[config.mk]
export PLATFORM = sky130hd
export DESIGN_NAME = pit_ram
export DESIGN_NICKNAME = d
export VERILOG_FILES = /design/src/sv/pit_ram.sv
export SDC_FILE = /design/constraint.sdc
export NUM_CORES = 1
export LEC_CHECK = 0
export ABC_AREA = 1
export BUFFER_PORTS_ARGS = -buffer_cell sky130_fd_sc_hd__clkbuf_2
export CORE_MARGIN = 3
export CORE_UTILIZATION = 50
export CTS_BUF_LIST = sky130_fd_sc_hd__clkbuf_4
export CTS_CLUSTER_DIAMETER = 120
export CTS_CLUSTER_SIZE = 28
export DETAILED_ROUTE_END_ITERATION = 10
export PLACE_DENSITY = 0.67
export SYNTH_ARGS = -nofsm -noshare
export SYNTH_HDL_FRONTEND = slang
export SYNTH_SLANG_ARGS = --single-unit
[constraint.sdc]
create_clock -name clock -period 6 [get_ports clock]
set_clock_uncertainty 0.15 [all_clocks]
set_input_delay 1.2 -clock clock [delete_from_list [all_inputs] [get_ports clock]]
set_output_delay 1.2 -clock clock [all_outputs]
set_load 0.02 [all_outputs]
[src/sv/pit_ram.sv]
module pit_ram #(
   parameter int WIDTH  = 64,
   parameter int DEPTH  = 8,
   parameter int ADDR_W = $clog2(DEPTH)
) (
   input  logic              clock,
   input  logic              wr_en,
   input  logic [ADDR_W-1:0] wr_addr,
   input  logic [WIDTH-1:0]  wr_data,
   input  logic [ADDR_W-1:0] rd_addr,
   output logic [WIDTH-1:0]  rd_data
);

   logic [WIDTH-1:0] mem_ff [DEPTH];
   logic [WIDTH-1:0] rd_data_ff;

   always_ff @(posedge clock) begin
      if (wr_en) begin
         mem_ff[wr_addr] <= wr_data;
      end
      rd_data_ff <= mem_ff[rd_addr];
   end

   assign rd_data = rd_data_ff;

endmodule

; Yosys cells after proc, flatten, opt, wreduce, memory -nomap -nowiden
; Memory sizes are Yosys's and may differ from the RTL's. A register that Yosys moved wholly into a read port is not among the register bits.
; Cells that the tools add are included.
[totals]
inputBits = 72
register_bits = 0
mem_bits_rw = 512
mem_count = 1
[mem_list]
columns = name, depth, word_bits, rd, rd_ports_with_merged_regs, write_ports, line
row1 = mem_ff, 8, 64, 1, 1, 1, 14  ; logic [WIDTH-1:0] mem_ff [DEPTH];
[classes]
mux = 2
[op_table]
columns = cell, n
row1 = two-way mux 1 bit, 2

; Depth between registers and ports, before layout
[logic_depth]
ltp_word = 2
ltp_mapped = 9
ltp_nobuf = 6

; Worst setup path after synthesis
; OpenSTA, ideal clock, no wires.
[synth_path]
kind = input to register
start = input wr_addr[0]
end = memory mem_ff[0][0], enable pin
slack_ps = 1345
setup_ps = 487
t_arrival_ps = 4018
cell_stages = 3
t_required_ps = 5363
path_cell_list = inv_1 > nand2_1 > nor2_1
[synth_rtl]
columns = item, line
row1 = from (decl), 8  ; input logic [ADDR_W-1:0] wr_addr,
row2 = to (decl), 14
; Straight into the memory's write port.

; Worst setup path after layout
[layout_path]
start = register rd_data_ff[18], in the netlist rd_data[18] (read register of mem_ff)
end = output rd_data[18]
[layout_rtl]
columns = item, line
row1 = from (decl), 15  ; logic [WIDTH-1:0] rd_data_ff;
row2 = to (decl), 11  ; output logic [WIDTH-1:0] rd_data
; No word-level cell between the ends.

==> results by group <==
Worst setup path
  – Worst r2r src: mem_ff[7][19]
  – Crit path arrival time: 1.54 ns
  – Critical Path End Type: output port
  – Critical path cell sequence: clkbuf_2
  – CP Max Fanout: 1
  – Startpoint types: flop
  – FF-to-FF End: rd_data[19]
  – Cell family with most CP delay: flip-flops
  – CP max stage cell: dfxtp_1
  – Crit path depth: 1
  – CP Class: reg2out
  – Register-to-Register Path Depth: 6
  – Worst Path Buf+Inv: 1
  – R2R setup slack: 4.87 ns
  – Worst path max stage delay: 0.48 ns
  – Required @ worst endpoint: 4.65 ns

Logic synthesis
  – Syn. warnings: 0
  – Synthesized area per cell: 10.31 sq um
  – Mapped Area: 23660 sq um
  – Post-synthesis sequential area ratio: 70.40%
  – Post-Syn Instances: 2294
  – Distinct cells, synth: 12
  – Post-Synthesis Net Count: 2366
  – #FFs+latches synth: 576

Routing
  – Antenna-violating nets left: 0
  – Residual DRC: 0
  – Wirelength, routed: 49.43 mm
  – Drt wl/cell: 16.42 microns
  – Drt first pass iters: 5
  – Initial DRC count: 1132
  – Vias: 14730
  – Via density per instance: 4.894

Clocking
  – Root buffer cell: clkbuf_4
  – Post-CTS Setup Bufs: 0
  – CTS Buf Count: 24
  – CTS hold repair buffers: 0
  – Worst-Skew Late Latency: 0.86 ns
  – CTS resizes: 0
  – TritonCTS clock tree: yes
  – Clk pin slew, worst setup/hold paths: 0.27 ns
  – CTS max path bufs: 3
  – H-tree levels: 1
  – CTS sink count: 576

Die
  – Top Ports: 136
  – Starting Density: 50.71%
  – Die width: 223.5 microns
  – Core area: 46650 sq um
  – Row cnt: 79
  – Die Area: 49960 sq um
  – Chip Height: 223.5 microns

STA
  – Max-slew violation count: 0
  – FMAX: 346.0 MHz
  – Tightest Pin Transition: 1.116 ns
  – Fin Setup TNS: 0 ns
  – Fin. Hold Viols: 0
  – Tmin final: 2.890 ns
  – Tcrit/Tclk final: 48.17%
  – Unrepaired setup endpoints after global routing: false
  – Worst slew margin: 25.41%
  – Slack of the critical path: 3.110 ns
  – # setup viols final: 0

Status
  – Outcome: finished, final reports clean

Power
  – Power Dens Cells: 261.7 nW/um^2
  – Max IR drop VDD: 0.0001195 V
  – Total Power: 6.584 mW
  – Leakage: 11.63 nW

Finish
  – Share of layout cells above drive strength 1: 8.920%
  – Fin nets: 2454
  – Final core utilization: 53.92%
  – Syn-to-layout area delta: 6.341%
  – Most frequent cells in the layout: nand2_1, inv_1, edfxtp_1
  – Commonest non-fill, non-tap cell in the layout: nand2_1

Min path
  – Min-Delay Path Class: in2reg
  – Hold depth: 1
  – WHS Endpoint: mem_ff[6][1]
  – Critical hold path startpoint: wr_data[1]

Place
  – I/O Buffers: 135
  – GPL Wtd Cong: 0.7463
  – Dpl hpwl: 26.90 mm
  – Setup slack at placement: 2.385 ns

Flow run
  – Max Cap Viol: 0

GRT
  – First-pass GRT wire length: 77.91 mm
  – Initial antenna violation count: 7
  – Largest net degree at the start of global routing: 125
  – GR Overflow Total: 0
  – All-Layer GR Usage: 19.80%
  – Number of global-route vias before repair: 14310
## metal layers
metal	wire, microns	up-vias	track usage (%)
li1	-	7244	-
met1	21960	7066	27.86
met2	23930	347	33.37
met3	2546	69	2.224
met4	971	6	4.932
met5	29	-	0
## synthesized netlist by cell type (all sizes together)
cell type | instances | area share (%)
buf | 89 | 2.4
dfxtp | 64 | 5.4
clkbuf | 9 | 0.14
inv | 518 | 8.2
nor2 | 8 | 0.13
edfxtp | 512 | 65
nand3 | 256 | 5.4
nand2 | 838 | 13
## kinds of logic after synthesis
family        synth area share, %
simple gates                18.84
flops                       70.40
buf+inv                     10.76
## per-stage QoR
step | instance area [sq um] | cells | hold slack, ns
2_1_floorplan | 23660 | 2294 | 0.4370
3_3_place_gp | 24790 | 2963 | 0.4486
3_5_place_dp | 24790 | 2963 | 0.4656
4_1_cts | 25150 | 3006 | 0.3491
5_1_grt | 25150 | 3008 | 0.3702
6_report | 25160 | 3010 | 0.4354
## flip-flops by register name (all words and copies together), names as in the netlist
name / count
mem_ff: 512
rd_data: 64
## how the worst max path moves through the flow
stage                start            to  slack, ns
2_1_floorplan   wr_addr[0]  mem_ff[0][0]       1.35
3_5_place_dp    rd_addr[0]   rd_data[15]       2.38
5_1_grt        rd_data[18]   rd_data[18]       3.01
4_1_cts        rd_data[18]   rd_data[18]       3.01
6_report       rd_data[18]   rd_data[18]       3.11
3_3_place_gp    rd_addr[0]   rd_data[15]       2.44
## report_power, final
part	switching, mW	internal, mW	total [mW]
Sequential	0.0479	4.52	4.57
Combinational	0.417	0.163	0.579
Clock	1.08	0.351	1.43
Total	1.55	5.04	6.58
## area by class of cell
| cell class | count | area [sq um] |
|---|---|---|
| tap | 607 | 759.5 |
| clock buffer | 41 | 307.8 |
| multi-input combinational | 1102 | 4517 |
| inverter | 518 | 1952 |
| fill | 3976 | 21500 |
| sequential | 576 | 16660 |
| clock inverter | 2 | 46.29 |
| timing repair buffer | 160 | 909.6 |
| antenna | 4 | 10.01 |
Power figures use the tool's default switching activity.
