[config.mk]
export PLATFORM = sky130hd
export DESIGN_NAME = pit_mul
export DESIGN_NICKNAME = d
export VERILOG_FILES = /design/src/sv/pit_pkg.sv /design/src/sv/pit_mul.sv
export SDC_FILE = /design/constraint.sdc
export NUM_CORES = 1
export LEC_CHECK = 0
export BUFFER_PORTS_ARGS = -buffer_cell sky130_fd_sc_hd__buf_2
export CAP_MARGIN = 0
export CORE_MARGIN = 2
export CORE_UTILIZATION = 55
export CTS_CLUSTER_SIZE = 10
export DETAILED_ROUTE_END_ITERATION = 6
export PLACE_DENSITY_LB_ADDON = 0.3
export SETUP_SLACK_MARGIN = 0.3
export SYNTH_ARGS = -nofsm -noshare
export SYNTH_HDL_FRONTEND = slang
export SYNTH_SLANG_ARGS = --single-unit
[constraint.sdc]
create_clock -name clock -period 9.15 [get_ports clock]
set_input_delay 0.915 -clock clock [delete_from_list [all_inputs] [get_ports clock]]
set_output_delay 0.915 -clock clock [all_outputs]
set_load 0.01 [all_outputs]
[src/sv/pit_pkg.sv]
package pit_pkg;

   localparam int MAX_CORNERS = 8;
   localparam int FRAC_BITS   = 16;
   localparam int COORD_W     = 32;
   localparam int IDX_W       = $clog2(MAX_CORNERS);
   localparam int CNT_W       = $clog2(MAX_CORNERS + 1);

   // scaled ray component, its length and the shared multiplier widths
   localparam int QX_W   = 2 * COORD_W - FRAC_BITS;
   localparam int ROOT_W = QX_W + 1;
   localparam int MAG_W  = ROOT_W;
   localparam int OP_W   = MAG_W + 1;
   localparam int PROD_W = 2 * OP_W;
   localparam int SQ_W   = 2 * ROOT_W;
   localparam int REM_W  = ROOT_W + 3;
   localparam int QUO_W  = FRAC_BITS + 1;
   localparam int STEP_W = $clog2(MAG_W + 1);

   localparam int REQ_W = 136;
   localparam int RSP_W = 40;

   typedef enum logic [1:0] {
      REG_CENTER_X     = 2'd0,
      REG_CENTER_Y     = 2'd1,
      REG_RAY_LENGTH   = 2'd2,
      REG_CORNER_COUNT = 2'd3
   } csr_idx_type;

   typedef enum logic [1:0] {
      CMD_LOAD   = 2'd0,
      CMD_INSIDE = 2'd1,
      CMD_RAY    = 2'd2,
      CMD_NONE   = 2'd3
   } cmd_type;

   typedef enum logic [3:0] {
      OP_QX     = 4'd0,
      OP_QY     = 4'd1,
      OP_SQX    = 4'd2,
      OP_SQY    = 4'd3,
      OP_SXEY   = 4'd4,
      OP_SYEX   = 4'd5,
      OP_AXEY   = 4'd6,
      OP_AYEX   = 4'd7,
      OP_AXSY   = 4'd8,
      OP_AYSX   = 4'd9,
      OP_DIST   = 4'd10
   } op_type;

   typedef enum logic [11:0] {
      S_IDLE     = 12'b0000_0000_0001,
      S_MUL_GO   = 12'b0000_0000_0010,
      S_MUL_WAIT = 12'b0000_0000_0100,
      S_SQRT     = 12'b0000_0000_1000,
      S_RD0      = 12'b0000_0001_0000,
      S_RD0W     = 12'b0000_0010_0000,
      S_RDN      = 12'b0000_0100_0000,
      S_RDNW     = 12'b0000_1000_0000,
      S_CMP      = 12'b0001_0000_0000,
      S_DIV      = 12'b0010_0000_0000,
      S_NEXT     = 12'b0100_0000_0000,
      S_OUT      = 12'b1000_0000_0000
   } state_type;

   typedef struct packed {
      logic                   start;
      logic signed [OP_W-1:0] a;
      logic signed [OP_W-1:0] b;
   } mul_req_type;

endpackage

[src/sv/pit_mul.sv]
module pit_mul (
   input  logic                                 clock,
   input  logic                                 reset,
   input  pit_pkg::mul_req_type                 mul_req,
   output logic                                 mul_done,
   output logic signed [pit_pkg::PROD_W-1:0]    mul_prod
);
   import pit_pkg::*;

   logic [MAG_W-1:0]  acc_ff, acc_in;
   logic [MAG_W-1:0]  mlr_ff, mlr_in;
   logic [MAG_W-1:0]  mcd_ff, mcd_in;
   logic              neg_ff, neg_in;
   logic [STEP_W-1:0] cnt_ff, cnt_in;
   logic              busy_ff, busy_in;
   logic              done_ff, done_in;
   logic [OP_W-1:0]   a_abs, b_abs;
   logic [MAG_W:0]    sum;
   logic [PROD_W-1:0] mag;

   assign a_abs = mul_req.a[OP_W-1] ? OP_W'(-mul_req.a) : OP_W'(mul_req.a);
   assign b_abs = mul_req.b[OP_W-1] ? OP_W'(-mul_req.b) : OP_W'(mul_req.b);
   assign sum   = {1'b0, acc_ff} + {1'b0, (mlr_ff[0] ? mcd_ff : {MAG_W{1'b0}})};

   always_comb begin
      acc_in  = acc_ff;
      mlr_in  = mlr_ff;
      mcd_in  = mcd_ff;
      neg_in  = neg_ff;
      cnt_in  = cnt_ff;
      busy_in = busy_ff;
      done_in = 1'b0;
      if (mul_req.start) begin
         acc_in  = '0;
         mlr_in  = b_abs[MAG_W-1:0];
         mcd_in  = a_abs[MAG_W-1:0];
         neg_in  = mul_req.a[OP_W-1] ^ mul_req.b[OP_W-1];
         cnt_in  = STEP_W'(MAG_W);
         busy_in = 1'b1;
      end else if (busy_ff) begin
         // shift-add, one multiplier bit per cycle
         acc_in = sum[MAG_W:1];
         mlr_in = {sum[0], mlr_ff[MAG_W-1:1]};
         cnt_in = cnt_ff - 1'b1;
         if (cnt_ff == STEP_W'(1)) begin
            busy_in = 1'b0;
            done_in = 1'b1;
         end
      end
   end

   always_ff @(posedge clock) begin
      if (reset) begin
         cnt_ff  <= '0;
         busy_ff <= 1'b0;
         done_ff <= 1'b0;
      end else begin
         cnt_ff  <= cnt_in;
         busy_ff <= busy_in;
         done_ff <= done_in;
      end
      acc_ff <= acc_in;
      mlr_ff <= mlr_in;
      mcd_ff <= mcd_in;
      neg_ff <= neg_in;
   end

   assign mag      = {2'b00, acc_ff, mlr_ff};
   assign mul_prod = neg_ff ? -$signed(mag) : $signed(mag);
   assign mul_done = done_ff;

endmodule

# ---- Word level (Yosys, flattened, before mapping)
# Index checks and enable logic that the tools add are counted.
dict set report op_classes {
  add_sub_neg 5
  n_eq_ne 1
  mux 12
  n_bitwise 2
  n_reduce_logical 3
}
# op n
set ops {}
lappend ops {{49-bit two-way mux} 5}
lappend ops {{100-bit two-way mux} 1}
lappend ops {{98-bit negation with 100-bit output} 1}
lappend ops {{49-bit negation} 2}
lappend ops {{49-bit by 49-bit adder with 50-bit output} 1}
lappend ops {{6-bit two-way mux} 2}
lappend ops {{6-bit by 1-bit == test with 1-bit output (second input constant)} 1}
lappend ops {{6-bit by 1-bit subtractor with 6-bit output (second input constant)} 1}
lappend ops {{1-bit two-way mux} 4}
lappend ops {{3-bit OR reduction} 1}
lappend ops {{2-bit nonzero test} 1}
lappend ops {{2-bit OR reduction} 1}
lappend ops {{1-bit NOT} 1}
lappend ops {{1-bit XOR} 1}
dict set report totals {
  reg_bits 156
  inputBits 103
  output_inout_bits 101
  elab_cells 31
}

# ---- Depth between registers and ports, before layout
# Gate-level depths: netlist of the first run.
dict set report depth {
  depth_word 4
  depth_mapped 14
  mapped_depth_nobuf 13
}

# ---- Least setup slack after synthesis of the first run
# OpenSTA, ideal clock, no wires.
dict set report synth_timing {
  kind {input-to-reg}
  startpoint {input mul_req[15] (netlist name)}
  endpoint {register mlr_ff[47] (data pin)}
  setup_time_ns 0.260
  arrival_time_ns 3.563
  slack_ns 5.326
  cell_stages 8
  n_path_buf 0
  cell_sequence {or4_1 -> or3_1 -> or3_4 -> or4_4 -> o41ai_4 -> nand2_2 -> xor2_1 -> mux2_4}
}
dict set report synth_between {
  elab_chain_len 3
}
# element line_no
set synth_rtl {}
lappend synth_rtl {{start: declaration} pit_mul.sv:4} ;# input pit_pkg::mul_req_type mul_req,
lappend synth_rtl {{49-bit negation} pit_mul.sv:22} ;# assign b_abs = mul_req.b[OP_W-1] ? OP_W'(-mul_req.b) : OP_W'(mul_req.b);
lappend synth_rtl {{49-bit two-way mux} pit_mul.sv:22}
lappend synth_rtl {{49-bit two-way mux} pit_mul.sv:33} ;# if (mul_req.start) begin
lappend synth_rtl {{net mlr_in[47]} pit_mul.sv:11} ;# logic [MAG_W-1:0] mlr_ff, mlr_in;
lappend synth_rtl {{end signal: assignment} pit_mul.sv:63} ;# mlr_ff <= mlr_in;
lappend synth_rtl {{end: declaration} pit_mul.sv:11}
# The timed path passes the listed nets, and every way through them passes these cells.
# A chain may end at the register's enable or synchronous reset.

# ---- Final worst setup path of the first run
dict set report layout_timing {
  startpoint {register mlr_ff[9]}
  endpoint {output mul_prod[86] (netlist name)}
}
dict set report layout_between {
  elab_chain_len 2
}
# element line_no
set layout_rtl {}
lappend layout_rtl {{98-bit negation with 100-bit output} pit_mul.sv:69} ;# assign mul_prod = neg_ff ? -$signed(mag) : $signed(mag);
lappend layout_rtl {{100-bit two-way mux} pit_mul.sv:69}
lappend layout_rtl {{end: declaration} pit_mul.sv:6} ;# output logic signed [pit_pkg::PROD_W-1:0] mul_prod
# Every way passes these cells.

==> results.md, run 1 <==
* Mapped cell area at 0.0128 mm²
* Largest net degree at the start of global routing at 80
* PwrDens at 163 mW/mm²
* Clk_lat worst skew at 440 ps
* Max-slew headroom at 21.4%
* EDFF count, synth at 99
* GRT Overall Usage at 28.2%
* TritonCTS Buffers at 17
* Total leakage power at 5.71 nW
* Crit end category: primary output
* Final net count at 1,827
* Core ar. at 0.0227 mm²
* Final Skew at 9.39 ps
* Postcts setup bufs at 0
* DP HPWL at 26,800 µm
* Data required time of the worst path at 8240 ps
* Net Count, Synth at 1,659
* Sw Share at 35.2%
* Cell row count at 55
* # IOs at 204
* CP Max Fanout at 6
* Final ANT Viol Nets at 0
* Crit path max-delay cell type: or4_1
* Sequential standard cell area at 0.00412 mm²
* Synthesized flop and latch total at 156
* GP Congestion at 0.950
* Slew Limit Fails at 0
* Minimum clock period at 5040 ps
* Path type of the worst setup path: reg2out
* First-pass DRT Iterations at 5
* Hold Path Class: reg2reg
* Internal at 1.53 mW
* Syn_area_per_cell at 8.51 µm²
* Maximum vdd drop at 79.2 µV
* Cell variety after synth at 72
* PostCTS Resize Cnt at 0
* Psw at 0.835 mW
* DRC violations left at 0
* FF-to-FF Start: mlr_ff[0]
* GRT Residual Overflow at 0
* Worst path max stage delay at 630 ps
* Actual slew at the worst max-slew pin at 1180 ps
* Reg clk slew, reported paths at 60 ps
* Hold WS at 509 ps
* Gate power share at 32.5%
* Critical path arrival at 4130 ps
* Sequential cell area fraction in the yosys report at 32.2%
* # fillers at 1,974
* # setup viols final at 0
* Cell count of the worst reg-to-reg path at 14
* Width of the die at 156 µm
* Area occupied by multi-input gates at 0.00833 mm²
* MaxCap Viol Count at 0
* Vias at 11,900
* Vias/cell at 6.07
* Worst hold stages at 2
* Most used DFF post-synth: edfxtp_1
* Synth Warn # at 0
* Achievable frequency at 198 MHz
* Power share of the clock group at 29.1%
* Number of global-route vias before repair at 11,100
* Post-synth ARST share at 0%
* Initial core utilization at 56.3%
* Buf+Inv Stages, Crit Path at 1
* Setup tns final at 0 ps
* CTS tree: yes
* Reg power frac at 38.4%
* Post-Syn Instances at 1,501
* CTS sink count at 156
* Root Driver: clkbuf_16
* Initial antenna violation count at 0
* Area growth syn-to-layout at 13.8%
* HP Start: cnt_ff[1]
* Routed len/inst at 17.6 µm
* Status: finished, final reports clean
* Worst-path cell chain: or4_1 > nor4_2 > nand2_1 > nor3_2 > nand2_1 > or4_1 > o31ai_1 > xnor2_1 > buf_2
* RSZ-0062 raised after global routing: no
* Crit path launch type: flop
* Total die area at 0.0245 mm²
* CP startpoint: mlr_ff[9]
* Global-route wire length before repair at 55,600 µm
* Height of the chip at 156 µm
* Final Hold Vio Count at 0
* WP depth at 9
* Share of layout cells above drive strength 1 at 16.5%
* Top delay family on crit path: simple AND/OR/NAND/NOR gates
* CTS H-tree depth at 4
* Crit share post-route at 55.1%
* Diode count at 0
* Hold Buf Count CTS at 0
* Clock Tree Buf Depth at 2
* PortBufs at 203
* Final WL at 34,600 µm
* Detailed Route Iter0 Violations at 1,102
## stage by stage
| stage | setup slack [ps] | power, mW | utilization [%] | cells | area (µm²) |
|---|---|---|---|---|---|
| finish | 4110 | 2.37 | 64.0 | 1967 | 14500 |
| floorplan | 5330 | 1.41 | - | 1501 | 12800 |
| global placement | 4720 | 1.67 | 61.6 | 1935 | 14000 |
| detailed placement | 4600 | 1.68 | 61.6 | 1935 | 14000 |
| CTS | 4130 | 2.37 | 64.0 | 1967 | 14500 |
| global route | 3850 | 2.49 | 64.0 | 1967 | 14500 |
## final cells by class
type	instances	area share (%)
clock buffer	20	3.07
sequential	156	28.3
inverter	28	0.723
tap	285	2.45
timing repair buffer	210	7.39
multi-input combinational	1256	57.3
clock inverter	12	0.800
## synth_stat cells, types with 20 or more instances
| library cell | number | area, µm² |
|---|---|---|
| clkbuf_1 | 51 | 191 |
| o31ai_1 | 52 | 390 |
| nand3_1 | 30 | 150 |
| nor3_1 | 32 | 160 |
| o41ai_1 | 30 | 263 |
| edfxtp_1 | 99 | 2970 |
| a21oi_1 | 118 | 591 |
| dfxtp_1 | 57 | 1140 |
| inv_1 | 27 | 101 |
| o21ai_0 | 84 | 420 |
| nand2_1 | 142 | 533 |
| and2_1 | 53 | 332 |
| nand4_1 | 20 | 125 |
| ha_1 | 54 | 676 |
| or3_1 | 27 | 169 |
| a21o_1 | 27 | 203 |
| xor2_1 | 60 | 526 |
| xnor2_1 | 168 | 1470 |
| nand2b_1 | 20 | 125 |
| nor2_1 | 131 | 492 |
| mux2i_1 | 25 | 250 |
## metal layers
layer	GRT usage, %	vias to the layer above	part of all wire, %
li1	-	5855	-
met4	9.57	0	2.2
met5	0	-	0
met1	38.7	5505	45
met2	45.9	513	46
met3	3.68	61	7.4
## path summary, 6_finish.rpt
| path | endpoint | slack (ps) |
|---|---|---|
| max reg2reg | acc_ff[41] | 4860 |
| max | mul_prod[86] | 4110 |
| min | cnt_ff[1] | 510 |
| min reg2reg | cnt_ff[1] | 510 |
## cells in the final DEF, fill, tap and decap left out, types with 27 or more instances in the layout
cell type and count:
o21ai_0 84, nand2_1 141, xor2_1 60, xnor2_1 168, edfxtp_1 99, nand3_1 30
dfxtp_1 56, a21o_1 27, buf_2 202, nor3_1 32, or3_1 27, a21oi_1 118
o41ai_1 30, inv_1 27, ha_1 54, and2_1 53, o31ai_1 52, nor2_1 131
## flip-flops by register name, summed over array words and instances (netlist names)
name	count
acc_ff	49
mcd_ff	49
mlr_ff	49
cnt_ff	6
busy_ff	1
mul_done	1
neg_ff	1
## kinds of logic after synthesis
logic type / count (synthesis) / share of synthesized area [%]
and+or+nand+nor: 540 / 21.2
buffers and inverters: 89 / 2.64
DFF: 156 / 32.2
xor gates and xnor gates: 228 / 15.6
adders and majority gates: 55 / 5.45
muxes: 34 / 2.78
AOI/OAI and AO/OA: 399 / 20.1
## power by group through the flow
| stage | clock [mW] | sequential, mW | combinational [mW] |
|---|---|---|---|
| after CTS | 0.694 | 0.909 | 0.763 |
| final | 0.689 | 0.911 | 0.771 |
| after floorplan | 0 | 0.898 | 0.516 |
| after global routing | 0.723 | 0.921 | 0.842 |
| after detailed placement | 0 | 0.925 | 0.760 |
| after global placement | 0 | 0.920 | 0.751 |
## worst min-delay path: cells and delay by family, from the launching register on
kind            cells  cell delay, ps
simple gates        1              80
flops               1             320
compound gates      1              60
Note: power is estimated with default switching activity, not from simulation.
==> inputs of run 2 (changes only) <==
--- a/config.mk
+++ b/config.mk
@@ -8,7 +8,7 @@
 export BUFFER_PORTS_ARGS = -buffer_cell sky130_fd_sc_hd__buf_2
 export CAP_MARGIN = 0
 export CORE_MARGIN = 2
-export CORE_UTILIZATION = 55
+export CORE_UTILIZATION = 53
 export CTS_CLUSTER_SIZE = 10
 export DETAILED_ROUTE_END_ITERATION = 6
 export PLACE_DENSITY_LB_ADDON = 0.3
==> constraint.sdc (replaced) <==
create_clock -name clock -period 4.6 [get_ports clock]
set_input_delay 0.46 -clock clock [delete_from_list [all_inputs] [get_ports clock]]
set_output_delay 0.46 -clock clock [all_outputs]
set_load 0.01 [all_outputs]
==> results.md, run 2 (synthesized netlist as in run 1, its figures left out) <==
* Root Driver: clkbuf_16
* Reg clk slew, reported paths at 70 ps (about the same)
* Worst path max stage delay at 480 ps (-150 ps)
* Path type of the worst setup path: reg2out
* Height of the chip at 159 µm (+1.8%)
* Placed Area at 0.0141 mm² (+0.73%)
* Most used cell, CP: or3_1
* Total leakage power at 5.85 nW (+2.5%)
* CTS tree: yes
* Vias/cell at 6.01 (-0.90%)
* # fillers at 2,082 (+5.5%)
* Reg-to-Reg End: acc_ff[48]
* Cell count of the worst reg-to-reg path at 13 (-1)
* Crit path max-delay cell type: edfxtp_1
* Width of the die at 159 µm (+1.8%)
* # setup viols final at 0 (unchanged)
* Data required time of the worst path at 4140 ps (-4100 ps)
* Dpl cells at 1,977 (+2.2%)
* Crit end category: primary output
* DP HPWL at 27,500 µm (+2.7%)
* Crit share post-route at 88.9%
* Crit path launch type: flop
* GRT Residual Overflow at 0 (unchanged)
* CP Max Fanout at 6 (unchanged)
* CP startpoint: mlr_ff[48]
* Final Hold Vio Count at 0 (unchanged)
* CTS H-tree depth at 4 (unchanged)
* Share of layout cells above drive strength 1 at 17.4% (+0.94 points)
* Worst-path cell chain: or4_1 > or3_1 > nor3_4 > and3_1 > inv_2 > or3_1 > o41ai_1 > xnor2_1 > buf_2
* Gr busiest metal: met2
* Routing usage on met2 at 45.0% (-0.84 points)
* Final WL at 36,100 µm (+4.1%)
* Routed len/inst at 17.9 µm (+1.7%)
* Final ANT Viol Nets at 0 (unchanged)
* Slew Limit Fails at 0 (unchanged)
* Dpl ws at 474 ps (-4130 ps)
* Maximum vdd drop at 246 µV (+210%)
* Global-route wire length before repair at 57,600 µm (+3.6%)
* PwrDens at 327 mW/mm² (+100%)
* Top delay family on crit path: simple AND/OR/NAND/NOR gates
* WP depth at 9 (unchanged)
* Most common cell after layout, fill and taps aside: buf_2
* Critical path arrival at 3630 ps (-500 ps)
* GRT Overall Usage at 27.7% (-0.50 points)
* Initial core utilization at 54.3% (-2.0 points)
* Met1 Usage GRT at 38.2% (-0.47 points)
* Initial antenna violation count at 0 (unchanged)
* Cell Count, Final, Fillers Out at 2,014 (+2.4%)
* CTS sink count at 156 (unchanged)
* Critical Path Sink: mul_prod[84]
* TritonCTS Buffers at 17 (unchanged)
* Buf+Inv Stages, Crit Path at 2 (+1)
* Final WS setup at 510 ps (-3600 ps)
* FF-to-FF Start: mlr_ff[0]
* GP Congestion at 0.955 (+0.52%)
* Area growth syn-to-layout at 15.5%
* Clk_lat worst skew at 430 ps (about the same)
* PortBufs at 203 (unchanged)
* Clock Tree Buf Depth at 2 (unchanged)
* Number of global-route vias before repair at 11,200 (+0.67%)
* Largest net degree at the start of global routing at 73 (-8.8%)
* R2R Setup Slk at 810 ps (-4050 ps)
* Cell row count at 56 (+1.8%)
* Most frequent cells in the layout: 202 x buf_2, 168 x xnor2_1, 141 x nand2_1
* # IOs at 204 (unchanged)
* Minimum clock period at 4090 ps
* Hold WS at 242 ps (-267 ps)
* Detailed Route Iter0 Violations at 1,335 (+21%)
* Core ar. at 0.0235 mm² (+3.7%)
* Diode count at 0 (unchanged)
* Final net count at 1,840 (+0.71%)
* DRC violations left at 0 (unchanged)
* Max-slew headroom at 16.9% (-4.5 points)
* Total die area at 0.0254 mm² (+3.7%)
* MaxCap Viol Count at 0 (unchanged)
* RSZ-0062 raised after global routing: no
* Cell area after layout at 0.0148 mm² (+1.5%)
* Top Registers: acc_ff: 49 flops, mcd_ff: 49 flops, mlr_ff: 49 flops
* Vias at 12,100 (+1.5%)
* Final Skew at 9.60 ps (+0.213 ps)
* Post-layout util at 62.7% (-1.3 points)
* Power Total at 4.82 mW (+100%)
* First-pass DRT Iterations at 7 (+2)
* Actual slew at the worst max-slew pin at 1250 ps (+71.2 ps)
* Hold Path Class: in2reg
* Achievable frequency at 244 MHz
* Routing usage on met3 at 4.82% (+1.1 points)
* Status: finished, final reports clean
* Setup tns final at 0 ps (unchanged)
[run 2: cell types whose count changed in the layout (fill, tap and decap cells not counted), moves of 2 or more]
cell,delta
buf_4,+13
inv_6,+6
nor3_4,+3
clkinvlp_4,-6
nor3_2,-2
clkbuf_1,-2
[run 2: cell type report]
| class | count | area (µm²) | area share [%] |
|---|---|---|---|
| clock buffer | 17 | 425 | 2.88 |
| clock inverter | 15 | 174 | 1.18 |
| multi-input combinational | 1256 | 8370 | 56.7 |
| sequential | 156 | 4120 | 27.9 |
| inverter | 28 | 105 | 0.712 |
| tap | 319 | 399 | 2.70 |
| timing repair buffer | 223 | 1170 | 7.94 |
[run 2: worst register-to-register path, cell delays in order, from the launching register on]
cell,delay [ps]
edfxtp_1,400
buf_4,200
and2_1,160
ha_1,380
a21o_1,190
o211a_1,160
o31ai_1,60
buf_4,160
a211o_1,320
a2111oi_0,710
o21ai_0,340
a21oi_1,300
o21ai_0,120
a211oi_1,220
[run 2: routing by layer]
| metal | vias to the layer above | wire [µm] |
|---|---|---|
| li1 | 5873 | - |
| met1 | 5596 | 16000 |
| met2 | 586 | 16200 |
| met3 | 54 | 3170 |
| met4 | 0 | 659 |
| met5 | - | 0 |
[run 2: how the worst min path moves through the flow]
| stage | from | end | slack [ps] | cells past startpoint |
|---|---|---|---|---|
| 6_report | mul_req[50] | mcd_ff[0] | 240 | 1 |
| 5_1_grt | mul_req[50] | mcd_ff[0] | 230 | 1 |
| 4_1_cts | mul_req[50] | mcd_ff[0] | 230 | 1 |
| 3_5_place_dp | cnt_ff[1] | cnt_ff[1] | 490 | 2 |
| 3_3_place_gp | cnt_ff[1] | cnt_ff[1] | 490 | 2 |
| 2_1_floorplan | cnt_ff[1] | cnt_ff[1] | 470 | 2 |
[run 2: timing repair]
item / CTS / global route
hold buffers: 0 / 0
gates cloned: 0 / 0
pin swaps: 0 / 2
setup buffers: 2 / 3
setup endpoints to repair: 20 / 30
gates resized for setup: 2 / 5
[run 2: power breakdown]
part	switching [mW]	internal (mW)	total [mW]	leakage, nW
clock network	0.633	0.820	1.45	0.294
logic	0.904	0.638	1.54	4.12
registers	0.169	1.66	1.83	1.44
total	1.71	3.12	4.82	5.85
